File: src/design/asmt_pkg.sv
// Shared types, constants and lookup functions of the assembly source tokenizer
`timescale 1ns / 1ps

package asmt_pkg;

  // default widths of the position, length and line counters
  localparam int unsigned POS_BITS_DEF  = 16;
  localparam int unsigned LEN_BITS_DEF  = 10;
  localparam int unsigned LINE_BITS_DEF = 16;

  // code given to tokens that are not keywords
  localparam logic [7:0] NO_CODE = 8'hFF;

  // token kinds as seen on the output
  typedef enum logic [3:0] {
    KIND_EOF    = 4'd0,
    KIND_ERROR  = 4'd1,
    KIND_IDENT  = 4'd2,
    KIND_REG    = 4'd3,
    KIND_MNEM   = 4'd4,
    KIND_NUM    = 4'd5,
    KIND_DIR    = 4'd6,
    KIND_DOLLAR = 4'd7,
    KIND_POUND  = 4'd8,
    KIND_COMMA  = 4'd9,
    KIND_COLON  = 4'd10,
    KIND_LT     = 4'd11,
    KIND_GT     = 4'd12
  } tok_kind_e;

  // result of a keyword lookup
  typedef struct packed {
    logic       is_reg;
    logic       is_op;
    logic [7:0] code;
  } kw_t;

  function automatic logic is_letter(input logic [7:0] c);
    return (c == "_") || ((c >= "a") && (c <= "z")) || ((c >= "A") && (c <= "Z"));
  endfunction

  function automatic logic is_digit(input logic [7:0] c);
    return (c >= "0") && (c <= "9");
  endfunction

  // exact match of up to three held characters, first character in the high byte,
  // unused bytes zero
  function automatic kw_t kw_lookup(input logic [23:0] head);
    kw_t r;
    r = '{1'b0, 1'b0, NO_CODE};
    unique case (head)
      // register names
      {"r0", 8'h00}:   r = '{1'b1, 1'b0, 8'h00};
      {"r1", 8'h00}:   r = '{1'b1, 1'b0, 8'h01};
      {"r2", 8'h00}:   r = '{1'b1, 1'b0, 8'h02};
      {"r3", 8'h00}:   r = '{1'b1, 1'b0, 8'h03};
      {"r4", 8'h00}:   r = '{1'b1, 1'b0, 8'h04};
      {"r5", 8'h00}:   r = '{1'b1, 1'b0, 8'h05};
      {"r6", 8'h00}:   r = '{1'b1, 1'b0, 8'h06};
      {"r7", 8'h00}:   r = '{1'b1, 1'b0, 8'h07};
      {"st", 8'h00}:   r = '{1'b1, 1'b0, 8'h08};
      {"as", 8'h00}:   r = '{1'b1, 1'b0, 8'h09};
      {"ds", 8'h00}:   r = '{1'b1, 1'b0, 8'h0A};
      {"xl", 8'h00}:   r = '{1'b1, 1'b0, 8'h0B};
      {"xh", 8'h00}:   r = '{1'b1, 1'b0, 8'h0C};
      {"yl", 8'h00}:   r = '{1'b1, 1'b0, 8'h0D};
      {"yh", 8'h00}:   r = '{1'b1, 1'b0, 8'h0E};
      {"x", 16'h0000}: r = '{1'b1, 1'b0, 8'hF0};
      {"y", 16'h0000}: r = '{1'b1, 1'b0, 8'hF1};
      // mnemonics
      "nop":           r = '{1'b0, 1'b1, 8'h00};
      "jmp":           r = '{1'b0, 1'b1, 8'h10};
      "inc":           r = '{1'b0, 1'b1, 8'h20};
      "dec":           r = '{1'b0, 1'b1, 8'h30};
      "clc":           r = '{1'b0, 1'b1, 8'h40};
      "sec":           r = '{1'b0, 1'b1, 8'h50};
      "not":           r = '{1'b0, 1'b1, 8'h60};
      "jsr":           r = '{1'b0, 1'b1, 8'h70};
      "ret":           r = '{1'b0, 1'b1, 8'h80};
      "beq":           r = '{1'b0, 1'b1, 8'h01};
      "bne":           r = '{1'b0, 1'b1, 8'h11};
      "blt":           r = '{1'b0, 1'b1, 8'h21};
      "ble":           r = '{1'b0, 1'b1, 8'h31};
      "bgt":           r = '{1'b0, 1'b1, 8'h41};
      "bge":           r = '{1'b0, 1'b1, 8'h51};
      "mov":           r = '{1'b0, 1'b1, 8'h02};
      "add":           r = '{1'b0, 1'b1, 8'h03};
      "adc":           r = '{1'b0, 1'b1, 8'h43};
      "sub":           r = '{1'b0, 1'b1, 8'h04};
      "sbb":           r = '{1'b0, 1'b1, 8'h44};
      "cmp":           r = '{1'b0, 1'b1, 8'h05};
      "and":           r = '{1'b0, 1'b1, 8'h07};
      {"or", 8'h00}:   r = '{1'b0, 1'b1, 8'h47};
      "psh":           r = '{1'b0, 1'b1, 8'h08};
      "pop":           r = '{1'b0, 1'b1, 8'h48};
      "dbg":           r = '{1'b0, 1'b1, 8'hFE};
      "end":           r = '{1'b0, 1'b1, 8'hFF};
      default:         r = '{1'b0, 1'b0, NO_CODE};
    endcase
    return r;
  endfunction

endpackage

File: src/design/assembly_source_tokenizer_top.sv
// Top level of the assembly source tokenizer
`timescale 1ns / 1ps

// Streaming scanner for a small assembly language. Source bytes enter on the
// input channel (in_valid_i / in_ready_o), one character per transaction, with
// end_of_source_i or a zero byte marking the end of the input. Tokens leave on
// the output channel (out_valid_o / out_ready_i), one token per transaction,
// with kind, start position, length, line, keyword code and last_of_run_o set
// on the final token caused by a character.
// A character is registered on acceptance and scanned once the queue has two
// free entries; the tokens it causes are written into the queue as it is
// scanned and reach the output from there. A token that spans several
// characters enters the queue when the character ending it is scanned.
// One character is accepted every cycle while the four-entry token queue has
// two free entries; tokens leave at one per cycle while out_ready_i is high,
// so the output rate sets the sustained rate when characters cause more than
// one token each. At reset the queue empties, the position returns to zero
// and the line to one, as both also do at every end of input. When the
// receiver stalls, the queue fills and in_ready_o drops until entries are freed.

module assembly_source_tokenizer_top #(
  parameter int unsigned POS_BITS  = asmt_pkg::POS_BITS_DEF,
  parameter int unsigned LEN_BITS  = asmt_pkg::LEN_BITS_DEF,
  parameter int unsigned LINE_BITS = asmt_pkg::LINE_BITS_DEF
) (
  input  logic                 clk_i,
  input  logic                 rst_ni,
  input  logic                 in_valid_i,
  output logic                 in_ready_o,
  input  logic [7:0]           char_in_i,
  input  logic                 end_of_source_i,
  output logic                 out_valid_o,
  input  logic                 out_ready_i,
  output logic [3:0]           token_kind_o,
  output logic [POS_BITS-1:0]  start_pos_o,
  output logic [LEN_BITS-1:0]  token_length_o,
  output logic [LINE_BITS-1:0] line_number_o,
  output logic [7:0]           keyword_code_o,
  output logic                 last_of_run_o
);
  import asmt_pkg::*;

  localparam int unsigned TOK_W = 1 + 4 + POS_BITS + LEN_BITS + LINE_BITS + 8;

  logic             in_valid_q;
  logic [7:0]       char_q;
  logic             eos_q;
  logic             step, space2;
  logic             push0, push1;
  logic [TOK_W-1:0] tok0, tok1, head_tok;

  // input register, drained when the queue can take two tokens
  assign step       = in_valid_q && space2;
  assign in_ready_o = !in_valid_q || step;

  always_ff @(posedge clk_i or negedge rst_ni) begin
    if (!rst_ni) begin
      in_valid_q <= 1'b0;
    end else if (in_ready_o) begin
      in_valid_q <= in_valid_i;
    end
  end

  always_ff @(posedge clk_i) begin
    if (in_ready_o && in_valid_i) begin
      char_q <= char_in_i;
      eos_q  <= end_of_source_i;
    end
  end

  // scanner
  asmt_scan #(
    .POS_BITS (POS_BITS),
    .LEN_BITS (LEN_BITS),
    .LINE_BITS(LINE_BITS),
    .TOK_W    (TOK_W)
  ) u_scan (
    .clk_i  (clk_i),
    .rst_ni (rst_ni),
    .step_i (step),
    .char_i (char_q),
    .eos_i  (eos_q),
    .push0_o(push0),
    .push1_o(push1),
    .tok0_o (tok0),
    .tok1_o (tok1)
  );

  // token queue
  asmt_fifo #(
    .W(TOK_W)
  ) u_fifo (
    .clk_i   (clk_i),
    .rst_ni  (rst_ni),
    .push0_i (push0),
    .push1_i (push1),
    .data0_i (tok0),
    .data1_i (tok1),
    .pop_i   (out_ready_i),
    .valid_o (out_valid_o),
    .data_o  (head_tok),
    .space2_o(space2)
  );

  // unpack the head token onto the ports
  assign {last_of_run_o, token_kind_o, start_pos_o, token_length_o,
          line_number_o, keyword_code_o} = head_tok;

endmodule

File: src/design/asmt_scan.sv
// Scanner state and token generation, up to two tokens per character
`timescale 1ns / 1ps

module asmt_scan #(
  parameter int unsigned POS_BITS  = asmt_pkg::POS_BITS_DEF,
  parameter int unsigned LEN_BITS  = asmt_pkg::LEN_BITS_DEF,
  parameter int unsigned LINE_BITS = asmt_pkg::LINE_BITS_DEF,
  parameter int unsigned TOK_W     = 1 + 4 + POS_BITS + LEN_BITS + LINE_BITS + 8
) (
  input  logic             clk_i,
  input  logic             rst_ni,
  input  logic             step_i,
  input  logic [7:0]       char_i,
  input  logic             eos_i,
  output logic             push0_o,
  output logic             push1_o,
  output logic [TOK_W-1:0] tok0_o,
  output logic [TOK_W-1:0] tok1_o
);
  import asmt_pkg::*;

  typedef enum logic [1:0] {
    MODE_IDLE  = 2'd0,
    MODE_IDENT = 2'd1,
    MODE_NUM   = 2'd2,
    MODE_DIR   = 2'd3
  } mode_e;

  localparam logic [POS_BITS-1:0]  PosMax  = '1;
  localparam logic [LEN_BITS-1:0]  LenMax  = '1;
  localparam logic [LINE_BITS-1:0] LineMax = '1;

  mode_e                mode_q, mode_d;
  logic [POS_BITS-1:0]  pos_q, pos_d;
  logic [POS_BITS-1:0]  start_q, start_d;
  logic [LEN_BITS-1:0]  len_q, len_d;
  logic [LINE_BITS-1:0] line_q, line_d;
  logic [23:0]          head_q, head_d;

  logic      eos_any, letter, digit, cont, short_tok, ws, nl, starts_tok;
  kw_t       kw;
  tok_kind_e pend_kind, sec_kind, punct_kind;
  logic      pend_v, sec_v;
  logic [7:0] pend_code;
  logic [LEN_BITS-1:0] sec_len;

  // character classes
  assign eos_any    = eos_i || (char_i == 8'h00);
  assign letter     = is_letter(char_i);
  assign digit      = is_digit(char_i);
  assign nl         = (char_i == 8'h0A);
  assign ws         = (char_i == 8'h20) || (char_i == 8'h0D) || (char_i == 8'h09);
  assign starts_tok = letter || digit || (char_i == ".");

  // does the character extend the open token
  always_comb begin
    unique case (mode_q)
      MODE_IDLE:  cont = 1'b0;
      MODE_NUM:   cont = digit;
      MODE_IDENT: cont = letter || digit;
      MODE_DIR:   cont = letter || digit;
      default:    cont = 1'b0;
    endcase
  end

  // classify the open token
  assign kw        = kw_lookup(head_q);
  assign short_tok = (len_q <= LEN_BITS'(3));

  always_comb begin
    pend_code = NO_CODE;
    unique case (mode_q)
      MODE_IDENT: begin
        if (short_tok && kw.is_reg) begin
          pend_kind = KIND_REG;
          pend_code = kw.code;
        end else if (short_tok && kw.is_op) begin
          pend_kind = KIND_MNEM;
          pend_code = kw.code;
        end else begin
          pend_kind = KIND_IDENT;
        end
      end
      MODE_NUM:  pend_kind = KIND_NUM;
      MODE_DIR:  pend_kind = KIND_DIR;
      MODE_IDLE: pend_kind = KIND_IDENT;
      default:   pend_kind = KIND_IDENT;
    endcase
  end

  // single-character tokens
  always_comb begin
    unique case (char_i)
      "$":     punct_kind = KIND_DOLLAR;
      "#":     punct_kind = KIND_POUND;
      ",":     punct_kind = KIND_COMMA;
      ":":     punct_kind = KIND_COLON;
      "<":     punct_kind = KIND_LT;
      ">":     punct_kind = KIND_GT;
      default: punct_kind = KIND_ERROR;
    endcase
  end

  // which tokens this character causes
  assign pend_v   = (mode_q != MODE_IDLE) && (eos_any || !cont);
  assign sec_v    = eos_any || (!cont && !nl && !ws && !starts_tok);
  assign sec_kind = eos_any ? KIND_EOF : punct_kind;
  assign sec_len  = eos_any ? '0 : LEN_BITS'(1);

  assign push0_o = step_i && (pend_v || sec_v);
  assign push1_o = step_i && pend_v && sec_v;
  assign tok0_o  = pend_v ? {!sec_v, pend_kind, start_q, len_q, line_q, pend_code}
                          : {1'b1, sec_kind, pos_q, sec_len, line_q, NO_CODE};
  assign tok1_o  = {1'b1, sec_kind, pos_q, sec_len, line_q, NO_CODE};

  // next scanner state
  always_comb begin
    mode_d  = mode_q;
    pos_d   = pos_q;
    start_d = start_q;
    len_d   = len_q;
    line_d  = line_q;
    head_d  = head_q;
    if (step_i) begin
      if (eos_any) begin
        mode_d  = MODE_IDLE;
        pos_d   = '0;
        start_d = '0;
        len_d   = '0;
        line_d  = LINE_BITS'(1);
        head_d  = '0;
      end else begin
        if (cont) begin
          if (len_q == LEN_BITS'(1)) head_d[15:8] = char_i;
          if (len_q == LEN_BITS'(2)) head_d[7:0]  = char_i;
          if (len_q != LenMax) len_d = len_q + LEN_BITS'(1);
        end else begin
          mode_d = MODE_IDLE;
          if (nl) begin
            if (line_q != LineMax) line_d = line_q + LINE_BITS'(1);
          end else if (starts_tok) begin
            mode_d  = letter ? MODE_IDENT : (digit ? MODE_NUM : MODE_DIR);
            start_d = pos_q;
            len_d   = LEN_BITS'(1);
            head_d  = {char_i, 16'h0000};
          end
        end
        if (pos_q != PosMax) pos_d = pos_q + POS_BITS'(1);
      end
    end
  end

  // state registers
  always_ff @(posedge clk_i or negedge rst_ni) begin
    if (!rst_ni) begin
      mode_q  <= MODE_IDLE;
      pos_q   <= '0;
      start_q <= '0;
      len_q   <= '0;
      line_q  <= LINE_BITS'(1);
      head_q  <= '0;
    end else begin
      mode_q  <= mode_d;
      pos_q   <= pos_d;
      start_q <= start_d;
      len_q   <= len_d;
      line_q  <= line_d;
      head_q  <= head_d;
    end
  end

`ifndef SYNTH
  // end of input puts the scanner back to its reset state
  a_eos_restart: assert property (@(posedge clk_i) disable iff (!rst_ni)
    (step_i && eos_any) |=> (mode_q == MODE_IDLE) && (pos_q == '0) && (line_q == LINE_BITS'(1)))
    else $error("scanner not restarted after end of input");

  // a character that extends a token produces nothing
  a_cont_silent: assert property (@(posedge clk_i) disable iff (!rst_ni)
    (step_i && !eos_any && cont) |-> !push0_o)
    else $error("token emitted on continuing character");

  // with no open token a character gives at most one token
  a_idle_single: assert property (@(posedge clk_i) disable iff (!rst_ni)
    (step_i && (mode_q == MODE_IDLE)) |-> !push1_o)
    else $error("two tokens from idle state");
`endif

endmodule

File: src/design/asmt_fifo.sv
// Four-entry token queue with up to two writes and one read per cycle
`timescale 1ns / 1ps

module asmt_fifo #(
  parameter int unsigned W = 55
) (
  input  logic         clk_i,
  input  logic         rst_ni,
  input  logic         push0_i,
  input  logic         push1_i,
  input  logic [W-1:0] data0_i,
  input  logic [W-1:0] data1_i,
  input  logic         pop_i,
  output logic         valid_o,
  output logic [W-1:0] data_o,
  output logic         space2_o
);

  localparam int unsigned DEPTH = 4;
  localparam int unsigned PTR_W = $clog2(DEPTH);
  localparam int unsigned CNT_W = PTR_W + 1;

  logic [W-1:0]     mem_q [DEPTH];
  logic [PTR_W-1:0] wr_ptr_q, rd_ptr_q;
  logic [CNT_W-1:0] cnt_q;
  logic             pop;

  assign valid_o  = (cnt_q != '0);
  assign data_o   = mem_q[rd_ptr_q];
  assign space2_o = (cnt_q <= CNT_W'(DEPTH - 2));
  assign pop      = pop_i && valid_o;

  // token storage
  always_ff @(posedge clk_i) begin
    if (push0_i) mem_q[wr_ptr_q] <= data0_i;
    if (push1_i) mem_q[wr_ptr_q + PTR_W'(1)] <= data1_i;
  end

  // pointers and fill count
  always_ff @(posedge clk_i or negedge rst_ni) begin
    if (!rst_ni) begin
      wr_ptr_q <= '0;
      rd_ptr_q <= '0;
      cnt_q    <= '0;
    end else begin
      wr_ptr_q <= wr_ptr_q + PTR_W'(push0_i) + PTR_W'(push1_i);
      rd_ptr_q <= rd_ptr_q + PTR_W'(pop);
      cnt_q    <= cnt_q + CNT_W'(push0_i) + CNT_W'(push1_i) - CNT_W'(pop);
    end
  end

`ifndef SYNTH
  // the second write port is only used together with the first
  a_push_order: assert property (@(posedge clk_i) disable iff (!rst_ni)
    push1_i |-> push0_i)
    else $error("second write without first");

  // writes only arrive when two entries are free
  a_no_overflow: assert property (@(posedge clk_i) disable iff (!rst_ni)
    push0_i |-> (cnt_q <= CNT_W'(DEPTH - 2)))
    else $error("token queue overflow");

  // fill count follows writes and reads
  a_count_track: assert property (@(posedge clk_i) disable iff (!rst_ni)
    1'b1 |=> (cnt_q == $past(cnt_q) + CNT_W'($past(push0_i)) + CNT_W'($past(push1_i))
              - CNT_W'($past(pop))))
    else $error("fill count mismatch");
`endif

endmodule
File: config.mk
export PLATFORM = sky130hd
export DESIGN_NAME = assembly_source_tokenizer_top
export DESIGN_NICKNAME = d
export VERILOG_FILES = /design/src/design/asmt_pkg.sv /design/src/design/assembly_source_tokenizer_top.sv /design/src/design/asmt_scan.sv /design/src/design/asmt_fifo.sv
export SDC_FILE = /design/constraint.sdc
export NUM_CORES = 1
export LEC_CHECK = 0
export ABC_AREA = 1
export BUFFER_PORTS_ARGS = -buffer_cell sky130_fd_sc_hd__buf_2
export CAP_MARGIN = 20
export CORE_MARGIN = 2
export CORE_UTILIZATION = 40
export DETAILED_ROUTE_END_ITERATION = 8
export GPL_TIMING_DRIVEN = 0
export PLACE_DENSITY = 0.63
export SKIP_LAST_GASP = 1
export SYNTH_ARGS = -nofsm -noshare
export SYNTH_HDL_FRONTEND = slang
export SYNTH_HIERARCHICAL = 1
export SYNTH_SLANG_ARGS = --single-unit
File: constraint.sdc
create_clock -name clk_i -period 8 [get_ports clk_i]
set_clock_uncertainty 0.1 [all_clocks]
set_input_delay 0 -clock clk_i [delete_from_list [all_inputs] [get_ports clk_i]]
set_output_delay 0 -clock clk_i [all_outputs]
set_load 0.005 [all_outputs]
* After elaboration in Yosys (flattened, before gate mapping) *
Memories as Yosys holds them, arrays and structs flattened.
Cells that the tools add are included.

word-level totals
  register bits after elaboration = 101
  RAM bits = 220
  input port bits = 13
  output and inout port bits = 57
  logic and storage cells = 196
  memories kept = 1

operators by class
  add/subtract/negate cells = 10
  $lt $le $gt $ge = 8
  equal/unequal tests = 70
  mux-type cells = 44
  reductions and logical operators = 49

memories
  name          words  width  rd ports  clocked after Yosys merged registers in  write ports  RTL line         text
  u_fifo.mem_q  4      55     1         0                                        2            asmt_fifo.sv:23  logic [W-1:0] mem_q [DEPTH];

operators with widths
  kind                     number
  $eq A24 B23 Y1 const B   44
  $pmux W10 S44            1
  $mux W16                 11
  $mux W24                 3
  $eq A8 B6 Y1 const B     8
  $mux W55                 1
  $mux W10                 5
  $mux W8                  6
  $add A16 B1 Y16 const B  2
  $ne A16 B16 Y1 const B   2
  $eq A8 B4 Y1 const B     3
  $pmux W4 S6              1
  $reduce_and A4 Y1        5
  $ge A8 B7 Y1 const B     2
  $le A8 B7 Y1 const B     2
  $pmux W4 S4              1
  $logic_and A1 B1 Y1      15
  $logic_or A1 B1 Y1       11
  $add A10 B1 Y10 const B  1
  $eq A10 B1 Y1 const B    1
  $eq A10 B2 Y1 const B    1
  $le A10 B2 Y1 const B    1
  $mux W2                  5
  $ne A10 B10 Y1 const B   1
  24 further kinds         48

* Longest topological paths before layout *
  depth after elaboration = 16
  depth in mapped cells = 21
  gate-level depth less buffers = 18

* Cells and area by module *
Netlist, hierarchy kept.

modules (own cells, without submodules)
  module                         instances  cells an instance  area an instance (µm²)  seq. area each (µm²)
  asmt_fifo                      1          1645               12997.5                 6781.5
  asmt_scan                      1          1103               6897.9                  2103.3
  assembly_source_tokenizer_top  1          17                 322.8                   295.3

* Worst setup path after synthesis *
Ideal clock, no wire load.

  kind = reg-to-reg
  start = reg char_q[3]
  end = mem u_fifo.mem_q[2][0], enable pin
  library setup time = 414 ps
  arrival time = 3327 ps
  slack = 4159 ps
  stages on the path, launching flop included = 17
  path through = edfxtp_1 > inv_2 > nand2_1 > o21ai_0 > nand2_1 > nand3_1 > nand2_1 > nor2_1 > nand3_1 > nand2_1 > nand2_1 > nor2_1 > buf_4 > nand3_2 > buf_4 > buf_2 > nand2_1

RTL lines
  what                    RTL line                             text
  from (decl)             assembly_source_tokenizer_top.sv:46  logic [7:0] char_q;
  from (signal assigned)  assembly_source_tokenizer_top.sv:66  char_q <= char_in_i;
  to (decl)               asmt_fifo.sv:23

* Worst setup path after layout *
  start = reg char_q[2]
  end = reg u_fifo.cnt_q[2]

between the ends
  elaborated cells on any way between the ends = 41

RTL lines
  what                                          RTL line                                           text
  $ge A8 B7 Y1 or $le A8 B7 Y1 (tied branches)  asmt_pkg.sv:39                                     return (c == "_") || ((c >= "a") && (c <= "z")) || ((c >= "A") && (c <= "Z"));
  $logic_and A1 B1 Y1                           asmt_pkg.sv:39
  $logic_or A1 B1 Y1 (2 in series)              asmt_pkg.sv:39
  $logic_or A1 B1 Y1                            asmt_scan.sv:53, asmt_scan.sv:60, asmt_scan.sv:61
  $pmux W1 S3                                   asmt_scan.sv:57                                    unique case (mode_q)
  $logic_not A1 Y1                              asmt_scan.sv:105, asmt_scan.sv:106
  $logic_and A1 B1 Y1 (3 in series)             asmt_scan.sv:106                                   assign sec_v = eos_any || (!cont && !nl && !ws && !starts_tok);
  $logic_or A1 B1 Y1                            asmt_scan.sv:106
  $logic_and A1 B1 Y1 *                         asmt_scan.sv:111                                   assign push1_o = step_i && pend_v && sec_v;
  net push1                                     assembly_source_tokenizer_top.sv:49                logic push0, push1;
  $add A3 B1 Y3 *                               asmt_fifo.sv:48                                    cnt_q <= cnt_q + CNT_W'(push0_i) + CNT_W'(push1_i) - CNT_W'(pop);
  $sub A3 B1 Y3 *                               asmt_fifo.sv:48
  to (signal assigned)                          asmt_fifo.sv:48
  to (decl)                                     asmt_fifo.sv:25                                    logic [CNT_W-1:0] cnt_q;

Mark *: on every way through the listed nets, which the timed path passes. The rest lies on a longest branch.
A chain may end at the register's enable or synchronous reset.

==> results.txt <==
The cell total after placement is 3524, and the number of synthesized flops with an enable pin is 229. The multi-input combinational cells in the finished layout cover a total of 0.008484 sq mm. A synthesized cell averages 7.312 sq um. The cell row count was 82. Summing the areas of all and, or, nand and nor instances in the mapped netlist gives 35.80% of the synthesized area. After clock tree synthesis, the clock-pin slew on the worst setup and hold paths is 0.06 ns.

The area share of the largest cell type after synthesis was 34.01%; the initial antenna violation count was 0. The worst setup path is captured at a flop. Global routing used 24.47% of the available tracks. The fraction of the mapped netlist area in adder cells is 1.102%, and the final HPWL from detailed placement is 45500 microns. The tools report the starting utilization of the core area as 40.38%. The congestion estimate from routability-driven global placement came to 0.9454. The tools report the final antenna-violating net count as 0. Ranked by instance count, the synthesized netlist is headed by sky130_fd_sc_hd__nand2_1 (979), sky130_fd_sc_hd__inv_1 (395), sky130_fd_sc_hd__nand3_1 (307).

In this run the count of I/O pins placed on the die edge is 70. The count of cells in the finished layout, fillers not included, comes to 3612. The class of the tightest hold or removal check is in -> reg. TritonCTS built the clock tree.

Gate count of the mapped netlist: 2765. The die boundary height is 228.8 microns, and the number of fillers in the final layout is 5019. For the number of library cell types mapped by synthesis, the log shows 45.

By startpoint and endpoint, the worst setup path is classified as reg -> reg. The later pin in the worst-skew pair is clocked with a latency of 0.56 ns. The core region is 0.05007 sq mm.

STA classifies the critical path startpoint as a flop. For the yosys synthesis warning count, the log shows 6. Clock tree root driver cell: sky130_fd_sc_hd__clkbuf_16. Setup violations remaining at the end of the flow were counted as 0.

The flow ran to the end, and the final reports show no timing, DRC or antenna violations. The synthesized netlist devotes 3.453% of its cell area to compound gates. The pin count of the biggest net entering global routing is 66.

For this design the static power due to leakage is 11.17 nW. The cell area power density is 334.7 mW/mm^2. The longest clock path from root to sink contains 3 buffers.

The number of design rule violations left after detail routing is 0. After synthesis, the share of flip-flops with an asynchronous set or reset is 28.66%. The total count of max-transition violations in the final report was 0. The most used flip-flop cell after synthesis is sky130_fd_sc_hd__edfxtp_1.

The number of flip-flops and latches in the synthesized netlist works out to 321. The share of synthesized area spent on multiplexers came out at 0%. The post-route setup TNS was 0 ns. Of the cells placed in the final design, the portion with a size suffix greater than 1 is 11.23%. sky130_fd_sc_hd__nand2_1 is the most common cell in the netlist.

At the worst endpoint, the required time is 8.34 ns. Input and output buffers added on the ports amount to 69. IR analysis of the VDD net gives a maximum drop of 0.2045 mV. The number of sinks on the clock net was 321; the layout overhead on the synthesized area was 13.64%.

After Yosys synthesis, XOR and XNOR cells account for 1.126% of the synthesized area. The logs give 0 for the leftover overflow at the end of global routing and 3.561 ns for the worst setup slack before clock tree synthesis. The width of the die is 228.8 microns.

The transition at the pin with the smallest max-transition slack was 0.9963 ns; the number of global-route vias before repair was 17.92k. The wire length of the first global-routing pass is 100900 microns. At the worst endpoint, the arrival time is 4.87 ns. The number of buffers created by CTS was 39; the area occupied by registers was 0.009180 sq mm. The number of hold violations in the final report was 0; the number of buffers added for setup after CTS was 0.

For the post-synthesis sequential area ratio, the log shows 45.41%. Setup repair after global routing left no endpoint under its margin. For the wire length after detailed routing, the log shows 64680 microns.

Once routing completed, OpenROAD measured the worst setup slack at 3.466 ns. The final core area utilization is 45.89%. The full die area came out at 0.05236 sq mm.

The most area-hungry cell type in the Yosys netlist was sky130_fd_sc_hd__edfxtp_1. The main combinational cell family by area after synthesis is simple AND/OR/NAND/NOR gates. In this run the cell area of the synthesized design comes to 0.02022 sq mm.

The maximum frequency from static timing analysis came out at 220.5 MHz. In this run, the number of DRC markers left after iteration 0 of detailed routing was 1920. The final critical-path required period is 4.534 ns, and the total number of vias is 18.79k.

CTS built an H-tree with a depth of 2. Register-to-register path setup slack: 3.47 ns. The routed wirelength normalized by instance count works out to 17.91 microns.

The worst pin sits at a relative slew slack of 32.88%. Of all nets on the critical path, the largest fanout is 10. Max-cap violations in this run came to 0. The final critical-path share of the clock period was 56.68%. The per-cell via count in the routed design was 5.201.

The run gives 2937 as the final net count. For the detailed-routing iteration count for the pre-antenna-repair pass, the log shows 5. Sorting the synthesized cells by area gives the leading types as sky130_fd_sc_hd__edfxtp_1 (34%), sky130_fd_sc_hd__nand2_1 (18%), sky130_fd_sc_hd__dfrtp_1 (11%).
-- cell usage in the layout, fill, tap and decap left out, types with 4 or more instances in the layout --
cell type	n
sky130_fd_sc_hd__nand2_4	6
sky130_fd_sc_hd__inv_1	395
sky130_fd_sc_hd__clkbuf_1	28
sky130_fd_sc_hd__ha_1	13
sky130_fd_sc_hd__dfrtp_1	91
sky130_fd_sc_hd__dlygate4sd3_1	13
sky130_fd_sc_hd__a21oi_2	7
sky130_fd_sc_hd__edfxtp_1	229
sky130_fd_sc_hd__inv_2	10
sky130_fd_sc_hd__buf_6	20
sky130_fd_sc_hd__nand2_2	10
sky130_fd_sc_hd__clkinv_1	7
sky130_fd_sc_hd__nand3_1	307
sky130_fd_sc_hd__nand3b_1	4
sky130_fd_sc_hd__buf_1	6
sky130_fd_sc_hd__nand2_1	975
sky130_fd_sc_hd__clkbuf_8	4
sky130_fd_sc_hd__nor2_1	204
sky130_fd_sc_hd__conb_1	18
sky130_fd_sc_hd__nor3_1	25
sky130_fd_sc_hd__nand4_1	132
sky130_fd_sc_hd__a21boi_0	4
sky130_fd_sc_hd__buf_4	52
sky130_fd_sc_hd__o31ai_1	7
sky130_fd_sc_hd__o21ai_0	45
sky130_fd_sc_hd__clkinv_2	7
sky130_fd_sc_hd__xor2_1	23
sky130_fd_sc_hd__and3_1	4
sky130_fd_sc_hd__a21oi_1	21
sky130_fd_sc_hd__buf_2	153
sky130_fd_sc_hd__o21ai_1	31
sky130_fd_sc_hd__nor4_1	7
sky130_fd_sc_hd__clkbuf_16	40
-- stage by stage --
| step | hold slack [ns] | instance area (sq um) | total power, mW |
|---|---|---|---|
| 6_report | 0.05822 | 22980 | 7.691 |
| 5_1_grt | 0.04868 | 22970 | 8.164 |
| 4_1_cts | 0.03214 | 22970 | 7.677 |
| 3_5_place_dp | -0.1325 | 21540 | 5.892 |
| 3_3_place_gp | 0.07628 | 21460 | 5.838 |
| 2_1_floorplan | -0.3956 | 20280 | 4.575 |
-- logic make-up (layout without fill, tap and decap cells) --
logic type,after synthesis,after routing
buf+inv,586,744
other cells,2,19
compound gates,125,125
flops,321,321
fa+ha+maj,16,16
simple gates,1689,1689
xor+xnor,26,26
-- power breakdown --
| part | switching [mW] | internal [mW] |
|---|---|---|
| combinational | 2.47 | 0.994 |
| clock | 0.718 | 1.05 |
| sequential | 0.157 | 2.30 |
-- worst max-delay path, stage by stage (launching register included) --
cell and delay, ns:
sky130_fd_sc_hd__edfxtp_1 0.48, sky130_fd_sc_hd__inv_1 0.15, sky130_fd_sc_hd__nand2_1 0.10, sky130_fd_sc_hd__o21ai_0 0.18, sky130_fd_sc_hd__nand2_1 0.08, sky130_fd_sc_hd__nand3_1 0.14, sky130_fd_sc_hd__nand2_1 0.12, sky130_fd_sc_hd__nor2_1 0.19
sky130_fd_sc_hd__nand3_1 0.16, sky130_fd_sc_hd__nand2_1 0.09, sky130_fd_sc_hd__nand2_1 0.14, sky130_fd_sc_hd__nor2_1 0.28, sky130_fd_sc_hd__buf_4 0.22, sky130_fd_sc_hd__buf_2 0.35, sky130_fd_sc_hd__buf_2 0.35, sky130_fd_sc_hd__inv_1 0.08
sky130_fd_sc_hd__ha_1 0.28, sky130_fd_sc_hd__inv_1 0.04, sky130_fd_sc_hd__fa_1 0.37, sky130_fd_sc_hd__fa_1 0.38, sky130_fd_sc_hd__xnor2_1 0.14
-- layer usage --
layer  wire length (microns)  global-route usage [%]  vias to the layer above
met3                    5142                   3.955                      117
met5                       0                       0                        -
met1                   27080                   32.34                     8806
li1                        -                       -                     9074
met2                   30700                   41.19                      789
met4                    1763                   7.589                        0
-- flip-flops by register name, summed over array words and instances, names as in the netlist, 2 cells and up --
register,flops
char_q,8
u_fifo/cnt_q,3
u_fifo/mem_q,220
u_fifo/rd_ptr_q,2
u_fifo/wr_ptr_q,2
u_scan/head_q,24
u_scan/len_q,10
u_scan/line_q,16
u_scan/mode_q,2
u_scan/pos_q,16
u_scan/start_q,16
-- worst paths after layout --
check | start | cells after the start | end
min in group asynchronous | rst_ni | 4 | u_scan/pos_q[1]
worst max register to register | char_q[2] | 20 | u_fifo/cnt_q[2]
max in group asynchronous | rst_ni | 4 | u_scan/line_q[0]
worst min register to register | u_scan/start_q[6] | 2 | u_scan/start_q[6]
worst max-delay path | char_q[2] | 20 | u_fifo/cnt_q[2]
worst min-delay path | char_in_i[4] | 2 | char_q[4]
-- layout make-up --
class / count / share of cell area, %
well taps: 672 / 3.660
repair buffers: 86 / 2.407
diodes: 1 / 0.01089
clock inverters: 20 / 0.8060
clock buffers: 52 / 4.727
plain buffers: 181 / 4.890
inverters: 405 / 6.617
flip-flops and latches: 321 / 39.96
multi-input cells: 1874 / 36.93
-- repair_timing --
item | in CTS | in global routing
hold buffers | 14 | 0
endpoints found under the hold margin | 112 | 0
gates resized for setup | 0 | 0
Power figures use the tool's default switching activity.
